[src/hdl/asnt_pkg.sv]
// ============================================================================
// asnt_pkg: shared types and constants for the ADC scan averager
// Scan sizes, record type between front and back, NTC lookup table.
// ============================================================================
package asnt_pkg;

  localparam int AVG_LOG2      = 6;
  localparam int NUM_SLOTS     = 10;
  localparam int TABLE_ENTRIES = 166;
  localparam int SAMPLE_BITS   = 12;
  localparam int TEMP_OFFSET   = 40;
  localparam int TEMP_MAX      = TABLE_ENTRIES - 1 - TEMP_OFFSET;

  localparam int SLOT_W = 4;
  localparam int CNT_W  = AVG_LOG2 + 1;
  localparam int SUM_W  = SAMPLE_BITS + AVG_LOG2;
  localparam int IDX_W  = 8;
  localparam int TEMP_W = 8;

  localparam logic [CNT_W-1:0]  AVG_COUNT  = CNT_W'(2 ** AVG_LOG2);
  localparam logic [SLOT_W-1:0] SLOT_TEMP  = SLOT_W'(NUM_SLOTS - 2);
  localparam logic [SLOT_W-1:0] SLOT_VOLT  = SLOT_W'(NUM_SLOTS - 1);
  localparam logic [IDX_W-1:0]  IDX_LAST   = IDX_W'(TABLE_ENTRIES - 1);

  // front-to-back queue
  localparam int QDEPTH = 2;
  localparam int QPTR_W = 1;
  localparam int QCNT_W = 2;

  typedef struct packed {
    logic [SLOT_W-1:0]      next_slot;
    logic                   avg_valid;
    logic [SLOT_W-1:0]      avg_slot;
    logic [SAMPLE_BITS-1:0] avg_value;
    logic                   round_done;
    logic [SAMPLE_BITS-1:0] temp_code;
  } scan_rec_t;

  typedef enum logic [2:0] {
    BK_IDLE,
    BK_SEARCH,
    BK_PREP,
    BK_NUM,
    BK_DIV,
    BK_DONE
  } back_state_e;

  // entry i is the ADC code at (i - TEMP_OFFSET) degrees C
  localparam logic [SAMPLE_BITS-1:0] NTC_ROM [TABLE_ENTRIES] = '{
    12'h05F, 12'h066, 12'h06E, 12'h075, 12'h07E, 12'h087, 12'h090, 12'h09A,
    12'h0A5, 12'h0B0, 12'h0BC, 12'h0C8, 12'h0D5, 12'h0E3, 12'h0F2, 12'h101,
    12'h111, 12'h122, 12'h133, 12'h146, 12'h159, 12'h16D, 12'h182, 12'h198,
    12'h1AF, 12'h1C7, 12'h1E0, 12'h1F9, 12'h214, 12'h22F, 12'h24C, 12'h26A,
    12'h288, 12'h2A7, 12'h2C8, 12'h2E9, 12'h30C, 12'h32F, 12'h353, 12'h378,
    12'h39E, 12'h3C5, 12'h3EC, 12'h414, 12'h43D, 12'h467, 12'h492, 12'h4BD,
    12'h4E8, 12'h514, 12'h541, 12'h56E, 12'h59B, 12'h5C9, 12'h5F7, 12'h626,
    12'h654, 12'h683, 12'h6B1, 12'h6E0, 12'h70F, 12'h73D, 12'h76C, 12'h79A,
    12'h7C8, 12'h7F6, 12'h823, 12'h850, 12'h87D, 12'h8A9, 12'h8D5, 12'h900,
    12'h92B, 12'h955, 12'h97F, 12'h9A8, 12'h9D0, 12'h9F8, 12'hA1F, 12'hA45,
    12'hA6B, 12'hA90, 12'hAB4, 12'hAD7, 12'hAFA, 12'hB1C, 12'hB3D, 12'hB5E,
    12'hB7D, 12'hB9C, 12'hBBB, 12'hBD8, 12'hBF5, 12'hC11, 12'hC2C, 12'hC47,
    12'hC61, 12'hC7A, 12'hC92, 12'hCAA, 12'hCC2, 12'hCD8, 12'hCEE, 12'hD04,
    12'hD18, 12'hD2C, 12'hD40, 12'hD53, 12'hD66, 12'hD77, 12'hD89, 12'hD9A,
    12'hDAA, 12'hDBA, 12'hDC9, 12'hDD8, 12'hDE7, 12'hDF5, 12'hE03, 12'hE10,
    12'hE1D, 12'hE29, 12'hE35, 12'hE41, 12'hE4C, 12'hE57, 12'hE62, 12'hE6C,
    12'hE76, 12'hE80, 12'hE8A, 12'hE93, 12'hE9C, 12'hEA4, 12'hEAD, 12'hEB5,
    12'hEBD, 12'hEC4, 12'hECC, 12'hED3, 12'hEDA, 12'hEE0, 12'hEE7, 12'hEED,
    12'hEF3, 12'hEF9, 12'hEFF, 12'hF05, 12'hF0A, 12'hF0F, 12'hF15, 12'hF1A,
    12'hF1E, 12'hF23, 12'hF28, 12'hF2C, 12'hF30, 12'hF35, 12'hF39, 12'hF3D,
    12'hF40, 12'hF44, 12'hF48, 12'hF4B, 12'hF4F, 12'hF52
  };

  // table read; indexes past the end return the last entry
  function automatic logic [SAMPLE_BITS-1:0] ntc_rom(input logic [IDX_W-1:0] idx);
    logic [SAMPLE_BITS-1:0] val;
    if (idx > IDX_LAST) begin
      val = NTC_ROM[TABLE_ENTRIES-1];
    end else begin
      val = NTC_ROM[idx];
    end
    return val;
  endfunction

endpackage

[src/hdl/adc_scan_average_ntc_temperature.sv]
// ============================================================================
// adc_scan_average_ntc_temperature: ADC scan averager with NTC temperature
// Top level: front sequencer, record queue and conversion back end.
// ============================================================================
// Usage:
//   Input side is a queue: drive sample_i and push; a beat is taken when
//   push is high and full is low. One beat per ADC conversion.
//   Output side is a queue: one result per input beat, shown while empty
//   is low, taken when pop is high. next_slot_o tells which slot to
//   convert next.
//   An ordinary beat passes through the queue entry and the output register.
//   A beat that completes the voltage slot (round_done_o) carries the
//   temperature and is delivered after eight table-search steps, the
//   multiply (BK_PREP), the numerator (BK_NUM) and eight divide steps.
//   Throughput: one beat per cycle for ordinary beats while the back end is
//   idle and the output is free; round-done beats occupy the back end until
//   delivered while the two-entry queue keeps taking beats until it fills.
//   Reset clears the scan position, the accumulator and the stored
//   temperature average; the queue and output register come up empty.
//   If the receiver stalls, the output register holds, the queue fills,
//   and full rises; no beat is lost.
// ============================================================================
module adc_scan_average_ntc_temperature (
  input  logic                             clk_i,
  input  logic                             rst_ni,
  input  logic                             push,
  output logic                             full,
  input  logic [asnt_pkg::SAMPLE_BITS-1:0] sample_i,
  output logic                             empty,
  input  logic                             pop,
  output logic [asnt_pkg::SLOT_W-1:0]      next_slot_o,
  output logic                             avg_valid_o,
  output logic [asnt_pkg::SLOT_W-1:0]      avg_slot_o,
  output logic [asnt_pkg::SAMPLE_BITS-1:0] avg_value_o,
  output logic                             round_done_o,
  output logic signed [asnt_pkg::TEMP_W-1:0] temperature_o
);

  asnt_pkg::scan_rec_t         front_rec, q_rec, out_rec;
  logic                        accept, q_valid, q_pop;
  logic [asnt_pkg::TEMP_W-1:0] out_temp;

  assign accept = push && !full;

  asnt_front u_front (
    .clk_i    (clk_i),
    .rst_ni   (rst_ni),
    .accept_i (accept),
    .sample_i (sample_i),
    .rec_o    (front_rec)
  );

  asnt_fifo u_fifo (
    .clk_i      (clk_i),
    .rst_ni     (rst_ni),
    .wr_en_i    (accept),
    .wr_data_i  (front_rec),
    .full_o     (full),
    .rd_en_i    (q_pop),
    .rd_valid_o (q_valid),
    .rd_data_o  (q_rec)
  );

  asnt_back u_back (
    .clk_i      (clk_i),
    .rst_ni     (rst_ni),
    .q_valid_i  (q_valid),
    .q_data_i   (q_rec),
    .q_pop_o    (q_pop),
    .pop_i      (pop),
    .empty_o    (empty),
    .out_rec_o  (out_rec),
    .out_temp_o (out_temp)
  );

  assign next_slot_o   = out_rec.next_slot;
  assign avg_valid_o   = out_rec.avg_valid;
  assign avg_slot_o    = out_rec.avg_slot;
  assign avg_value_o   = out_rec.avg_value;
  assign round_done_o  = out_rec.round_done;
  assign temperature_o = $signed(out_temp);

endmodule

[src/hdl/asnt_front.sv]
// ============================================================================
// asnt_front: scan sequencer and sample accumulator
// Tracks the scan slot, drops the first beat after a switch, sums the block
// of samples and builds one record per accepted beat.
// ============================================================================
module asnt_front (
  input  logic                             clk_i,
  input  logic                             rst_ni,
  input  logic                             accept_i,
  input  logic [asnt_pkg::SAMPLE_BITS-1:0] sample_i,
  output asnt_pkg::scan_rec_t              rec_o
);

  logic [asnt_pkg::SLOT_W-1:0]      slot_q, slot_d;
  logic [asnt_pkg::CNT_W-1:0]       cnt_q, cnt_d;
  logic [asnt_pkg::SUM_W-1:0]       sum_q, sum_d;
  logic [asnt_pkg::SAMPLE_BITS-1:0] tavg_q, tavg_d;
  logic [asnt_pkg::SUM_W-1:0]       sum_new;

  assign sum_new = sum_q + asnt_pkg::SUM_W'(sample_i);

  always_comb begin
    slot_d = slot_q;
    cnt_d  = cnt_q;
    sum_d  = sum_q;
    tavg_d = tavg_q;
    rec_o  = '0;
    rec_o.temp_code = tavg_q;
    if (cnt_q == '0) begin
      // first beat after a slot switch is settling time
      cnt_d = asnt_pkg::CNT_W'(1);
    end else if (slot_q >= asnt_pkg::SLOT_W'(asnt_pkg::NUM_SLOTS)) begin
      slot_d = '0;
      cnt_d  = '0;
      sum_d  = '0;
    end else if (cnt_q == asnt_pkg::AVG_COUNT) begin
      rec_o.avg_valid = 1'b1;
      rec_o.avg_slot  = slot_q;
      rec_o.avg_value = sum_new[asnt_pkg::SUM_W-1:asnt_pkg::AVG_LOG2];
      cnt_d = '0;
      sum_d = '0;
      if (slot_q == asnt_pkg::SLOT_TEMP) begin
        tavg_d = sum_new[asnt_pkg::SUM_W-1:asnt_pkg::AVG_LOG2];
      end
      if (slot_q == asnt_pkg::SLOT_VOLT) begin
        rec_o.round_done = 1'b1;
        slot_d = '0;
      end else begin
        slot_d = slot_q + asnt_pkg::SLOT_W'(1);
      end
    end else begin
      cnt_d = cnt_q + asnt_pkg::CNT_W'(1);
      sum_d = sum_new;
    end
    rec_o.next_slot = slot_d;
  end

  always_ff @(posedge clk_i or negedge rst_ni) begin
    if (!rst_ni) begin
      slot_q <= '0;
      cnt_q  <= '0;
      sum_q  <= '0;
      tavg_q <= '0;
    end else if (accept_i) begin
      slot_q <= slot_d;
      cnt_q  <= cnt_d;
      sum_q  <= sum_d;
      tavg_q <= tavg_d;
    end
  end

endmodule

[src/hdl/asnt_fifo.sv]
// ============================================================================
// asnt_fifo: short record queue between front and back
// Two-entry register queue with full and valid flags.
// ============================================================================
module asnt_fifo (
  input  logic                clk_i,
  input  logic                rst_ni,
  input  logic                wr_en_i,
  input  asnt_pkg::scan_rec_t wr_data_i,
  output logic                full_o,
  input  logic                rd_en_i,
  output logic                rd_valid_o,
  output asnt_pkg::scan_rec_t rd_data_o
);

  asnt_pkg::scan_rec_t           mem_q [asnt_pkg::QDEPTH];
  logic [asnt_pkg::QPTR_W-1:0]   wptr_q, rptr_q;
  logic [asnt_pkg::QCNT_W-1:0]   cnt_q;
  logic                          do_wr, do_rd;

  assign full_o     = (cnt_q == asnt_pkg::QCNT_W'(asnt_pkg::QDEPTH));
  assign rd_valid_o = (cnt_q != '0);
  assign rd_data_o  = mem_q[rptr_q];
  assign do_wr      = wr_en_i && !full_o;
  assign do_rd      = rd_en_i && rd_valid_o;

  always_ff @(posedge clk_i) begin
    if (do_wr) begin
      mem_q[wptr_q] <= wr_data_i;
    end
  end

  always_ff @(posedge clk_i or negedge rst_ni) begin
    if (!rst_ni) begin
      wptr_q <= '0;
      rptr_q <= '0;
      cnt_q  <= '0;
    end else begin
      if (do_wr) begin
        wptr_q <= wptr_q + asnt_pkg::QPTR_W'(1);
      end
      if (do_rd) begin
        rptr_q <= rptr_q + asnt_pkg::QPTR_W'(1);
      end
      if (do_wr && !do_rd) begin
        cnt_q <= cnt_q + asnt_pkg::QCNT_W'(1);
      end else if (do_rd && !do_wr) begin
        cnt_q <= cnt_q - asnt_pkg::QCNT_W'(1);
      end
    end
  end

endmodule

[src/hdl/asnt_back.sv]
// ============================================================================
// asnt_back: temperature conversion and result register
// Ordinary records go straight to the output register; a round-done record
// runs a bitwise table search, an interpolation multiply and a shift-subtract
// divide with round-half-away before it is delivered.
// ============================================================================
module asnt_back (
  input  logic                         clk_i,
  input  logic                         rst_ni,
  input  logic                         q_valid_i,
  input  asnt_pkg::scan_rec_t          q_data_i,
  output logic                         q_pop_o,
  input  logic                         pop_i,
  output logic                         empty_o,
  output asnt_pkg::scan_rec_t          out_rec_o,
  output logic [asnt_pkg::TEMP_W-1:0]  out_temp_o
);

  localparam int NUM_W  = 23;
  localparam int PROD_W = 22;
  localparam int DIFF_W = asnt_pkg::SAMPLE_BITS + 1;
  localparam int QUO_W  = asnt_pkg::TEMP_W;

  asnt_pkg::back_state_e state_q, state_d;
  asnt_pkg::scan_rec_t   rec_q;
  asnt_pkg::scan_rec_t   out_q;
  logic [asnt_pkg::TEMP_W-1:0] out_temp_q;
  logic                  out_valid_q;

  logic [asnt_pkg::IDX_W-1:0]       idx_q;
  logic [asnt_pkg::IDX_W-1:0]       bit_q;
  logic [asnt_pkg::SAMPLE_BITS-1:0] d_q;
  logic signed [PROD_W-1:0]         prod_q;
  logic signed [DIFF_W-1:0]         diff_q;
  logic                             neg_q;
  logic [NUM_W-1:0]                 rem_q, dsh_q;
  logic [QUO_W-1:0]                 quo_q;

  logic                             out_free;
  logic                             load_direct, load_done;
  logic [asnt_pkg::IDX_W-1:0]       cand;
  logic                             cand_hit;
  logic [asnt_pkg::SAMPLE_BITS-1:0] rom_lo, rom_hi, d_raw, d_fix;
  logic signed [asnt_pkg::IDX_W:0]  offs;
  logic signed [DIFF_W-1:0]         d_s;
  logic signed [PROD_W-1:0]         prod_w;
  logic signed [DIFF_W-1:0]         diff_w;
  logic [NUM_W-1:0]                 n_w, mag, num;
  logic                             ge;
  logic [QUO_W-1:0]                 temp_res;

  assign out_free = !out_valid_q || pop_i;

  // datapath terms
  always_comb begin
    cand     = idx_q | bit_q;
    cand_hit = (cand <= asnt_pkg::IDX_LAST) &&
               (asnt_pkg::ntc_rom(cand) <= rec_q.temp_code);
    rom_lo   = asnt_pkg::ntc_rom(idx_q);
    rom_hi   = asnt_pkg::ntc_rom(idx_q + asnt_pkg::IDX_W'(1));
    d_raw    = rom_hi - rom_lo;
    d_fix    = (d_raw == '0) ? asnt_pkg::SAMPLE_BITS'(1) : d_raw;
    offs     = $signed({1'b0, idx_q}) - (asnt_pkg::IDX_W+1)'(asnt_pkg::TEMP_OFFSET);
    d_s      = $signed({1'b0, d_fix});
    prod_w   = offs * d_s;
    diff_w   = $signed({1'b0, rec_q.temp_code}) - $signed({1'b0, rom_lo});
    n_w      = {prod_q[PROD_W-1], prod_q} +
               {{(NUM_W-DIFF_W){diff_q[DIFF_W-1]}}, diff_q};
    mag      = n_w[NUM_W-1] ? (NUM_W'(0) - n_w) : n_w;
    num      = {mag[NUM_W-2:0], 1'b0} + NUM_W'(d_q);
    ge       = (rem_q >= dsh_q);
    temp_res = neg_q ? (QUO_W'(0) - quo_q) : quo_q;
  end

  // next state
  always_comb begin
    state_d = state_q;
    case (state_q)
      asnt_pkg::BK_IDLE: begin
        if (q_valid_i && q_data_i.round_done) begin
          state_d = asnt_pkg::BK_SEARCH;
        end
      end
      asnt_pkg::BK_SEARCH: begin
        if (bit_q[0]) begin
          state_d = asnt_pkg::BK_PREP;
        end
      end
      asnt_pkg::BK_PREP: begin
        if (idx_q >= asnt_pkg::IDX_LAST) begin
          state_d = asnt_pkg::BK_DONE;
        end else begin
          state_d = asnt_pkg::BK_NUM;
        end
      end
      asnt_pkg::BK_NUM: state_d = asnt_pkg::BK_DIV;
      asnt_pkg::BK_DIV: begin
        if (bit_q[0]) begin
          state_d = asnt_pkg::BK_DONE;
        end
      end
      asnt_pkg::BK_DONE: begin
        if (out_free) begin
          state_d = asnt_pkg::BK_IDLE;
        end
      end
      default: state_d = asnt_pkg::BK_IDLE;
    endcase
  end

  // control outputs
  always_comb begin
    load_direct = 1'b0;
    load_done   = 1'b0;
    q_pop_o     = 1'b0;
    case (state_q)
      asnt_pkg::BK_IDLE: begin
        load_direct = q_valid_i && !q_data_i.round_done && out_free;
        q_pop_o     = q_valid_i && (q_data_i.round_done || out_free);
      end
      asnt_pkg::BK_DONE: load_done = out_free;
      default: ;
    endcase
  end

  always_ff @(posedge clk_i or negedge rst_ni) begin
    if (!rst_ni) begin
      state_q     <= asnt_pkg::BK_IDLE;
      out_valid_q <= 1'b0;
    end else begin
      state_q <= state_d;
      if (load_direct || load_done) begin
        out_valid_q <= 1'b1;
      end else if (pop_i) begin
        out_valid_q <= 1'b0;
      end
    end
  end

  always_ff @(posedge clk_i) begin
    case (state_q)
      asnt_pkg::BK_IDLE: begin
        rec_q <= q_data_i;
        idx_q <= '0;
        bit_q <= {1'b1, {(asnt_pkg::IDX_W-1){1'b0}}};
      end
      asnt_pkg::BK_SEARCH: begin
        if (cand_hit) begin
          idx_q <= cand;
        end
        bit_q <= bit_q >> 1;
      end
      asnt_pkg::BK_PREP: begin
        d_q    <= d_fix;
        prod_q <= prod_w;
        diff_q <= diff_w;
        // top of the table saturates
        quo_q  <= QUO_W'(asnt_pkg::TEMP_MAX);
        neg_q  <= 1'b0;
      end
      asnt_pkg::BK_NUM: begin
        neg_q <= n_w[NUM_W-1];
        rem_q <= num;
        dsh_q <= NUM_W'({d_q, 1'b0}) << (QUO_W - 1);
        quo_q <= '0;
        bit_q <= {1'b1, {(asnt_pkg::IDX_W-1){1'b0}}};
      end
      asnt_pkg::BK_DIV: begin
        if (ge) begin
          rem_q <= rem_q - dsh_q;
        end
        quo_q <= {quo_q[QUO_W-2:0], ge};
        dsh_q <= dsh_q >> 1;
        bit_q <= bit_q >> 1;
      end
      default: ;
    endcase
    if (load_direct) begin
      out_q      <= q_data_i;
      out_temp_q <= '0;
    end else if (load_done) begin
      out_q      <= rec_q;
      out_temp_q <= temp_res;
    end
  end

  assign empty_o    = !out_valid_q;
  assign out_rec_o  = out_q;
  assign out_temp_o = out_temp_q;

endmodule
[config.mk]
export PLATFORM = sky130hd
export DESIGN_NAME = adc_scan_average_ntc_temperature
export DESIGN_NICKNAME = d
export VERILOG_FILES = /design/src/hdl/asnt_pkg.sv /design/src/hdl/adc_scan_average_ntc_temperature.sv /design/src/hdl/asnt_front.sv /design/src/hdl/asnt_fifo.sv /design/src/hdl/asnt_back.sv
export SDC_FILE = /design/constraint.sdc
export NUM_CORES = 1
export LEC_CHECK = 0
export BUFFER_PORTS_ARGS = -buffer_cell sky130_fd_sc_hd__buf_2
export CAP_MARGIN = 20
export CELL_PAD_IN_SITES_DETAIL_PLACEMENT = 0
export CELL_PAD_IN_SITES_GLOBAL_PLACEMENT = 1
export CORE_ASPECT_RATIO = 0.5
export CORE_MARGIN = 8
export CORE_UTILIZATION = 46
export DETAILED_ROUTE_END_ITERATION = 12
export MAX_ROUTING_LAYER = met4
export PLACE_DENSITY_LB_ADDON = 0.1
export SYNTH_ARGS = -nofsm -noshare
export SYNTH_HDL_FRONTEND = slang
export SYNTH_SLANG_ARGS = --single-unit
[constraint.sdc]
create_clock -name clk_i -period 12.2 [get_ports clk_i]
set_input_delay 1.83 -clock clk_i [delete_from_list [all_inputs] [get_ports clk_i]]
set_output_delay 1.83 -clock clk_i [all_outputs]
set_load 0.01 [all_outputs]
Word level (Yosys, flattened, before mapping)
Memories as Yosys holds them, arrays and structs flattened. Index checks and enable logic that the tools add are counted.

Memories kept: 4. RAM bits: 68. Register bits after elaboration: 231. Bits of input ports: 16. Logic and storage cells: 170. Output and inout port bits: 32. Bits in read-only memories: 9216.

Memories: (name not given) (words 256, bits a word 12, read ports 1, clocked after memory_dff 0, write ports 0, RTL line asnt_pkg.sv:79) `val = NTC_ROM[idx];`; (name not given) (words 256, bits a word 12, read ports 1, clocked after memory_dff 0, write ports 0, RTL line asnt_pkg.sv:79); (name not given) (words 256, bits a word 12, read ports 1, clocked after memory_dff 0, write ports 0, RTL line asnt_pkg.sv:79); u_fifo.mem_q (words 2, bits a word 34, read ports 1, clocked after memory_dff 0, write ports 1, RTL line asnt_fifo.sv:16) `asnt_pkg::scan_rec_t mem_q [asnt_pkg::QDEPTH];`.

Add/subtract/negate cells: 16. $lt $le $gt $ge: 11. Multiply operators: 1. Bitwise gates (word level): 6. Equal/unequal tests: 15. Muxes and demuxes: 50. Reductions and logical operators: 37.

Operators with widths (number): $mux W12 (10); $pmux W23 S2 (2); $mux W18 (5); $mux W34 (2); $pmux W8 S2 (2); $ge A9 B9 Y1 const B (3); $not A8 Y9 (3); $gt A8 B8 Y1 const B (3); $pmux W8 S3 (1); $add A22 B13 Y23 (1); $add A23 B12 Y23 (1); $ge A23 B23 Y1 (1); $mux W23 (1); $sub A23 B23 Y23 (1); $mul A9 B13 Y22 (1); $mux W22 (1); $sub A1 B22 Y22 const A (1); $mux W7 (3); $add A18 B12 Y18 (1); $pmux W3 S6 (1); $mux W4 (4); $mux W8 (2); $reduce_bool A2 Y1 (8); $mux W3 (5); 37 further kinds (73).

Depth between registers and ports, before layout
Depth in word-level cells: 10. Mapped depth: 50. Depth with buffers taken out: 46.

By module
A second synthesis with hierarchy kept.

Cell total of the unflattened synthesis: 3224. Area, all modules: 28484.8 sq um.

By module, submodules not included: asnt_back (area each 22925.7 sq um, seq. area each 5755.5 sq um, cells an instance 2788, instances 1); asnt_fifo (area each 2805.2 sq um, seq. area each 2142.1 sq um, cells an instance 125, instances 1); asnt_front (area each 2740.1 sq um, seq. area each 1026.0 sq um, cells an instance 310, instances 1); adc_scan_average_ntc_temperature (area each 13.8 sq um, seq. area each 0.0 sq um, cells an instance 1, instances 1).

Worst setup path before layout
No wires, ideal clock.

Path kind: register to register. Start point: reg u_back.idx_q[2] (netlist bit). End point: reg u_back.prod_q[21] (data pin). Path slack: 0.840 ns. Library setup time: 0.260 ns. Arrival time: 11.100 ns. Stages on the path, launching flop included: 47. Required time: 11.940 ns. Path buffers: 6. Period minus slack after synthesis: 11.360 ns. Cell sequence: edfxtp_1 -> inv_2 -> clkbuf_1 -> ha_1 -> buf_2 -> inv_1 -> clkbuf_1 -> clkbuf_1 -> ha_1 -> or3_1 -> o211ai_1 -> a311oi_1 -> a31oi_1 -> o21ai_0 -> ha_1 -> clkbuf_1 -> a21oi_1 -> o21ai_0 -> [... 11 more ...] -> inv_1 -> fa_1 -> fa_1 -> inv_1 -> fa_1 -> inv_1 -> ha_1 -> a21oi_1 -> o21bai_1 -> a21oi_1 -> o21bai_1 -> a21oi_1 -> nor2b_1 -> o21a_1 -> o41ai_1 -> o2111ai_1 -> a21oi_1 -> xnor2_1.

Cells in the longest elaborated chain, start to end: 10. Elaborated cells between the ends (all ways): 18. Classes of those cells: 3 x add/sub; 1 x mul; 2 x order compare; 7 x mux; 2 x bitwise; 1 x reduce/logical; 2 x memory.

RTL lines: from (decl) (RTL line asnt_back.sv:30) `logic [asnt_pkg::IDX_W-1:0] idx_q;`; from (signal assigned) (RTL line asnt_back.sv:149) `idx_q <= cand;`; $add A8 B1 Y8 (RTL line asnt_back.sv:60) `rom_hi = asnt_pkg::ntc_rom(idx_q + asnt_pkg::IDX_W'(1));`; $not A8 Y9 (implied by the code) (RTL line asnt_pkg.sv:79); $mem_v2 Z256 W12; $mux W12 (implied by the code) (2 in series) (RTL line asnt_pkg.sv:79); $mux W12 (RTL line asnt_pkg.sv:76) `if (idx > IDX_LAST) begin`; $sub A12 B12 Y12 (RTL line asnt_back.sv:61) `d_raw = rom_hi - rom_lo;`; $logic_not A12 Y1 (RTL line asnt_back.sv:62) `d_fix = (d_raw == '0) ? asnt_pkg::SAMPLE_BITS'(1) : d_raw;`; $mux W12 (RTL line asnt_back.sv:62); $mul A9 B13 Y22 (*) (RTL line asnt_back.sv:65) `prod_w = offs * d_s;`; net u_back.prod_w[21] (RTL line asnt_back.sv:46) `logic signed [PROD_W-1:0] prod_w;`; to (signal assigned) (RTL line asnt_back.sv:155) `prod_q <= prod_w;`; to (decl) (RTL line asnt_back.sv:33) `logic signed [PROD_W-1:0] prod_q;`.

The timed path passes the listed nets; every way through them passes the cells marked *. The select of a mux whose other input is x is not followed. A chain may end at the register's enable or synchronous reset.

Final worst setup path
Start point: reg u_back.idx_q[1] (netlist bit). End point: reg u_back.prod_q[21] (data pin).

The elaborated chain is that of the path after synthesis.

==> flow_summary.ini <==
[run_status]
status = completed

[clocking]
hold_buffers = 0
clock_sinks = 296
h-tree-depth = 1
cts_root_buf = clkbuf_16
cts_tree = yes
ctsResizeCount = 0
cts_max_path_buffers = 3
post_cts_buffers = 0
cts_buffers = 27
clock_latency_ns = 0.58
cts.clk_slew.worst_paths_ns = 0.07

[floorplanning]
dieArea_um2 = 68900
core_um2 = 59400
fp-row-count = 63
initial_core_util_pct = 46.6
die_w_um = 363
die_h_um = 190
pin_count = 48

[detailed_routing]
via_per_inst = 6.17
met2_length_um = 37200
drc = 0
drt-wirelength-per-cell_um = 22.0
first_pass_iters = 7
vias = 24400
wl_um = 86800
drt_iter0_drc = 2295
met1_length_um = 40800
wl_met3_um = 6420
drtAntennaViolNets = 0
top_layer_used = met4

[setup_path]
critPathMostFrequentCell = a21oi_1
crit_path_max_fanout = 22
arrival_ns = 11.80
crit_type = register to register
cp_slowest_cell = xnor2_4
cp_top_family = compound AO/OA/AOI/OAI gates
end_kind = register
cp-start-kind = register
max_stage_delay_ns = 0.58
crit_required_ns = 12.53
critPathBufInv = 5

[global_route]
grt_max_degree = 70
grt_pass1_vias = 23100
overflow = 0
grt_pass1_wl_um = 136000
antenna_found_initial = 0
grt_usage_pct = 25.1

[synth]
ys_seq_elements = 296
yosysTopAreaCell = edfxtp_1
seq_area_frac_synth_pct = 30.9
synth_edf_count = 239
syn_inst = 3197
post-synth-top-count-cell = nand2_1
postSynthAreaPerCell_um2 = 8.67
ys_top_cells_by_count = nand2_1, nor2_1, a21oi_1
syn_nets = 3514
synth_top_cells_by_area = edfxtp_1, ha_1, fa_1, dfrtp_1, a21oi_1
async_flop_share_pct = 16.6
yosys_warnings = 0
ys.flop_type = edfxtp_1
synth_cell_types = 105
synth_top_cell_area_share_pct = 25.9
synth_area_um2 = 27700

[place]
port_buffers = 47
hpwl_um = 62700
gp_congestion = 1.00
dp.cells = 3899

[sta]
slew_violations = 0
maxSlewHeadroom_pct = 36.0
rsz0062_at_grt = no
hold_viol = 0
fmax_mhz = 87.2
skew_ns = 0.0155
post-route-min-period_ns = 11.47
worstMarginPinSlew_ns = 0.954
tns_ns = 0
period_share_pct = 94.0
setup_viol_count_final = 0

[finish]
areaGrowthSynthToFinish_pct = 7.12
fin_nets = 3435
final_cells = 3950
drive_above_1_share_pct = 9.75
diodes = 0
fillerInstances = 5712

[min_path]
hp-class = register to register

[job]
drv_cap = 0
-- metal layers --
metal | vias to the layer above | global-route usage [%]
met5 | - | -
li1 | 11500 | -
met2 | 946 | 37.1
met1 | 11800 | 36.0
met4 | 0 | 6.11
met3 | 171 | 3.86
-- per-stage QoR --
step / utilization, % / setup slack (ns) / hold slack (ns) / area (um^2)
finish: 50.0 / 0.731 / 0.473 / 29700
global route: 50.0 / 0.0912 / 0.493 / 29700
CTS: 49.9 / 0.576 / 0.473 / 29600
detailed placement: 48.4 / 0.611 / 0.459 / 28700
global placement: 48.4 / 0.812 / 0.449 / 28700
floorplan: - / 0.840 / 0.442 / 27700
-- cells in the final DEF (no fill, tap or decap), drive strengths merged, types with 11 or more instances in the layout --
cell type    n
nand2      309
nor2       281
o21ai      244
a21oi      242
edfxtp     239
ha         226
inv        168
buf        130
xnor2      108
nor3        88
nand3       77
fa          75
a211oi      65
mux2        56
xor2        50
dfrtp       49
a21o        47
o211ai      45
nor2b       43
nand2b      43
a31oi       42
a311oi      32
clkbuf      32
and2        31
o31ai       30
and3        27
o22ai       24
nand4       22
or3         21
or2         21
mux2i       20
o21bai      19
a221oi      16
o311ai      16
clkinv      15
o221ai      13
nor4        13
a21boi      12
nor3b       11
-- cells by family (layout without fill, tap and decap cells) --
family | Yosys count | count (layout) | share of synthesized area (%)
DFF | 296 | 296 | 30.9
adders and majority gates | 302 | 302 | 15.7
buffers and inverters | 409 | 350 | 5.75
AOI/OAI and AO/OA | 944 | 944 | 22.2
muxes | 79 | 79 | 3.24
and+or+nand+nor | 1009 | 1009 | 17.2
xor gates and xnor gates | 158 | 158 | 5.13
-- worst paths after layout --
path | start | end | slack, ns | cells after the start
setup / recovery | u_back.idx_q[1] | u_back.prod_q[21] | 0.73 | 42
hold / removal | u_front.tavg_q[1] | u_fifo.mem_q[1][1] | 0.47 | 0
setup reg to reg | u_back.idx_q[1] | u_back.prod_q[21] | 0.73 | 42
hold reg to reg | u_front.tavg_q[1] | u_fifo.mem_q[1][1] | 0.47 | 0
max in group asynchronous | rst_ni | u_back.state_q[1] | 10.37 | 2
min in group asynchronous | rst_ni | u_front.slot_q[1] | 1.36 | 2
-- final cells by class --
cell class / instances / area [um^2] / area share, %
multi-input cells: 2492 / 17700 / 59.5
clock inverters: 17 / 186 / 0.628
clock buffers: 32 / 704 / 2.37
inverters: 171 / 642 / 2.16
flip-flops and latches: 296 / 8560 / 28.8
repair buffers: 130 / 923 / 3.11
well taps: 812 / 1020 / 3.42
-- flip-flops by register name (all words and copies together) (netlist names), 7 cells and up --
register / count
u_back.idx_q: 8
u_back.bit_q: 8
u_back.rec_q: 34
u_back.out_temp_o: 8
u_back.quo_q: 8
u_back.d_q: 12
u_front.tavg_q: 12
u_back.prod_q: 22
u_back.rem_q: 23
u_back.diff_q: 13
u_front.sum_q: 18
u_back.dsh_q: 20
u_fifo.mem_q: 68
u_front.cnt_q: 7
u_back.out_rec_o: 22
Power is not shown: default switching activity piles up to over one toggle a cycle in this logic, so the estimate is an artifact.
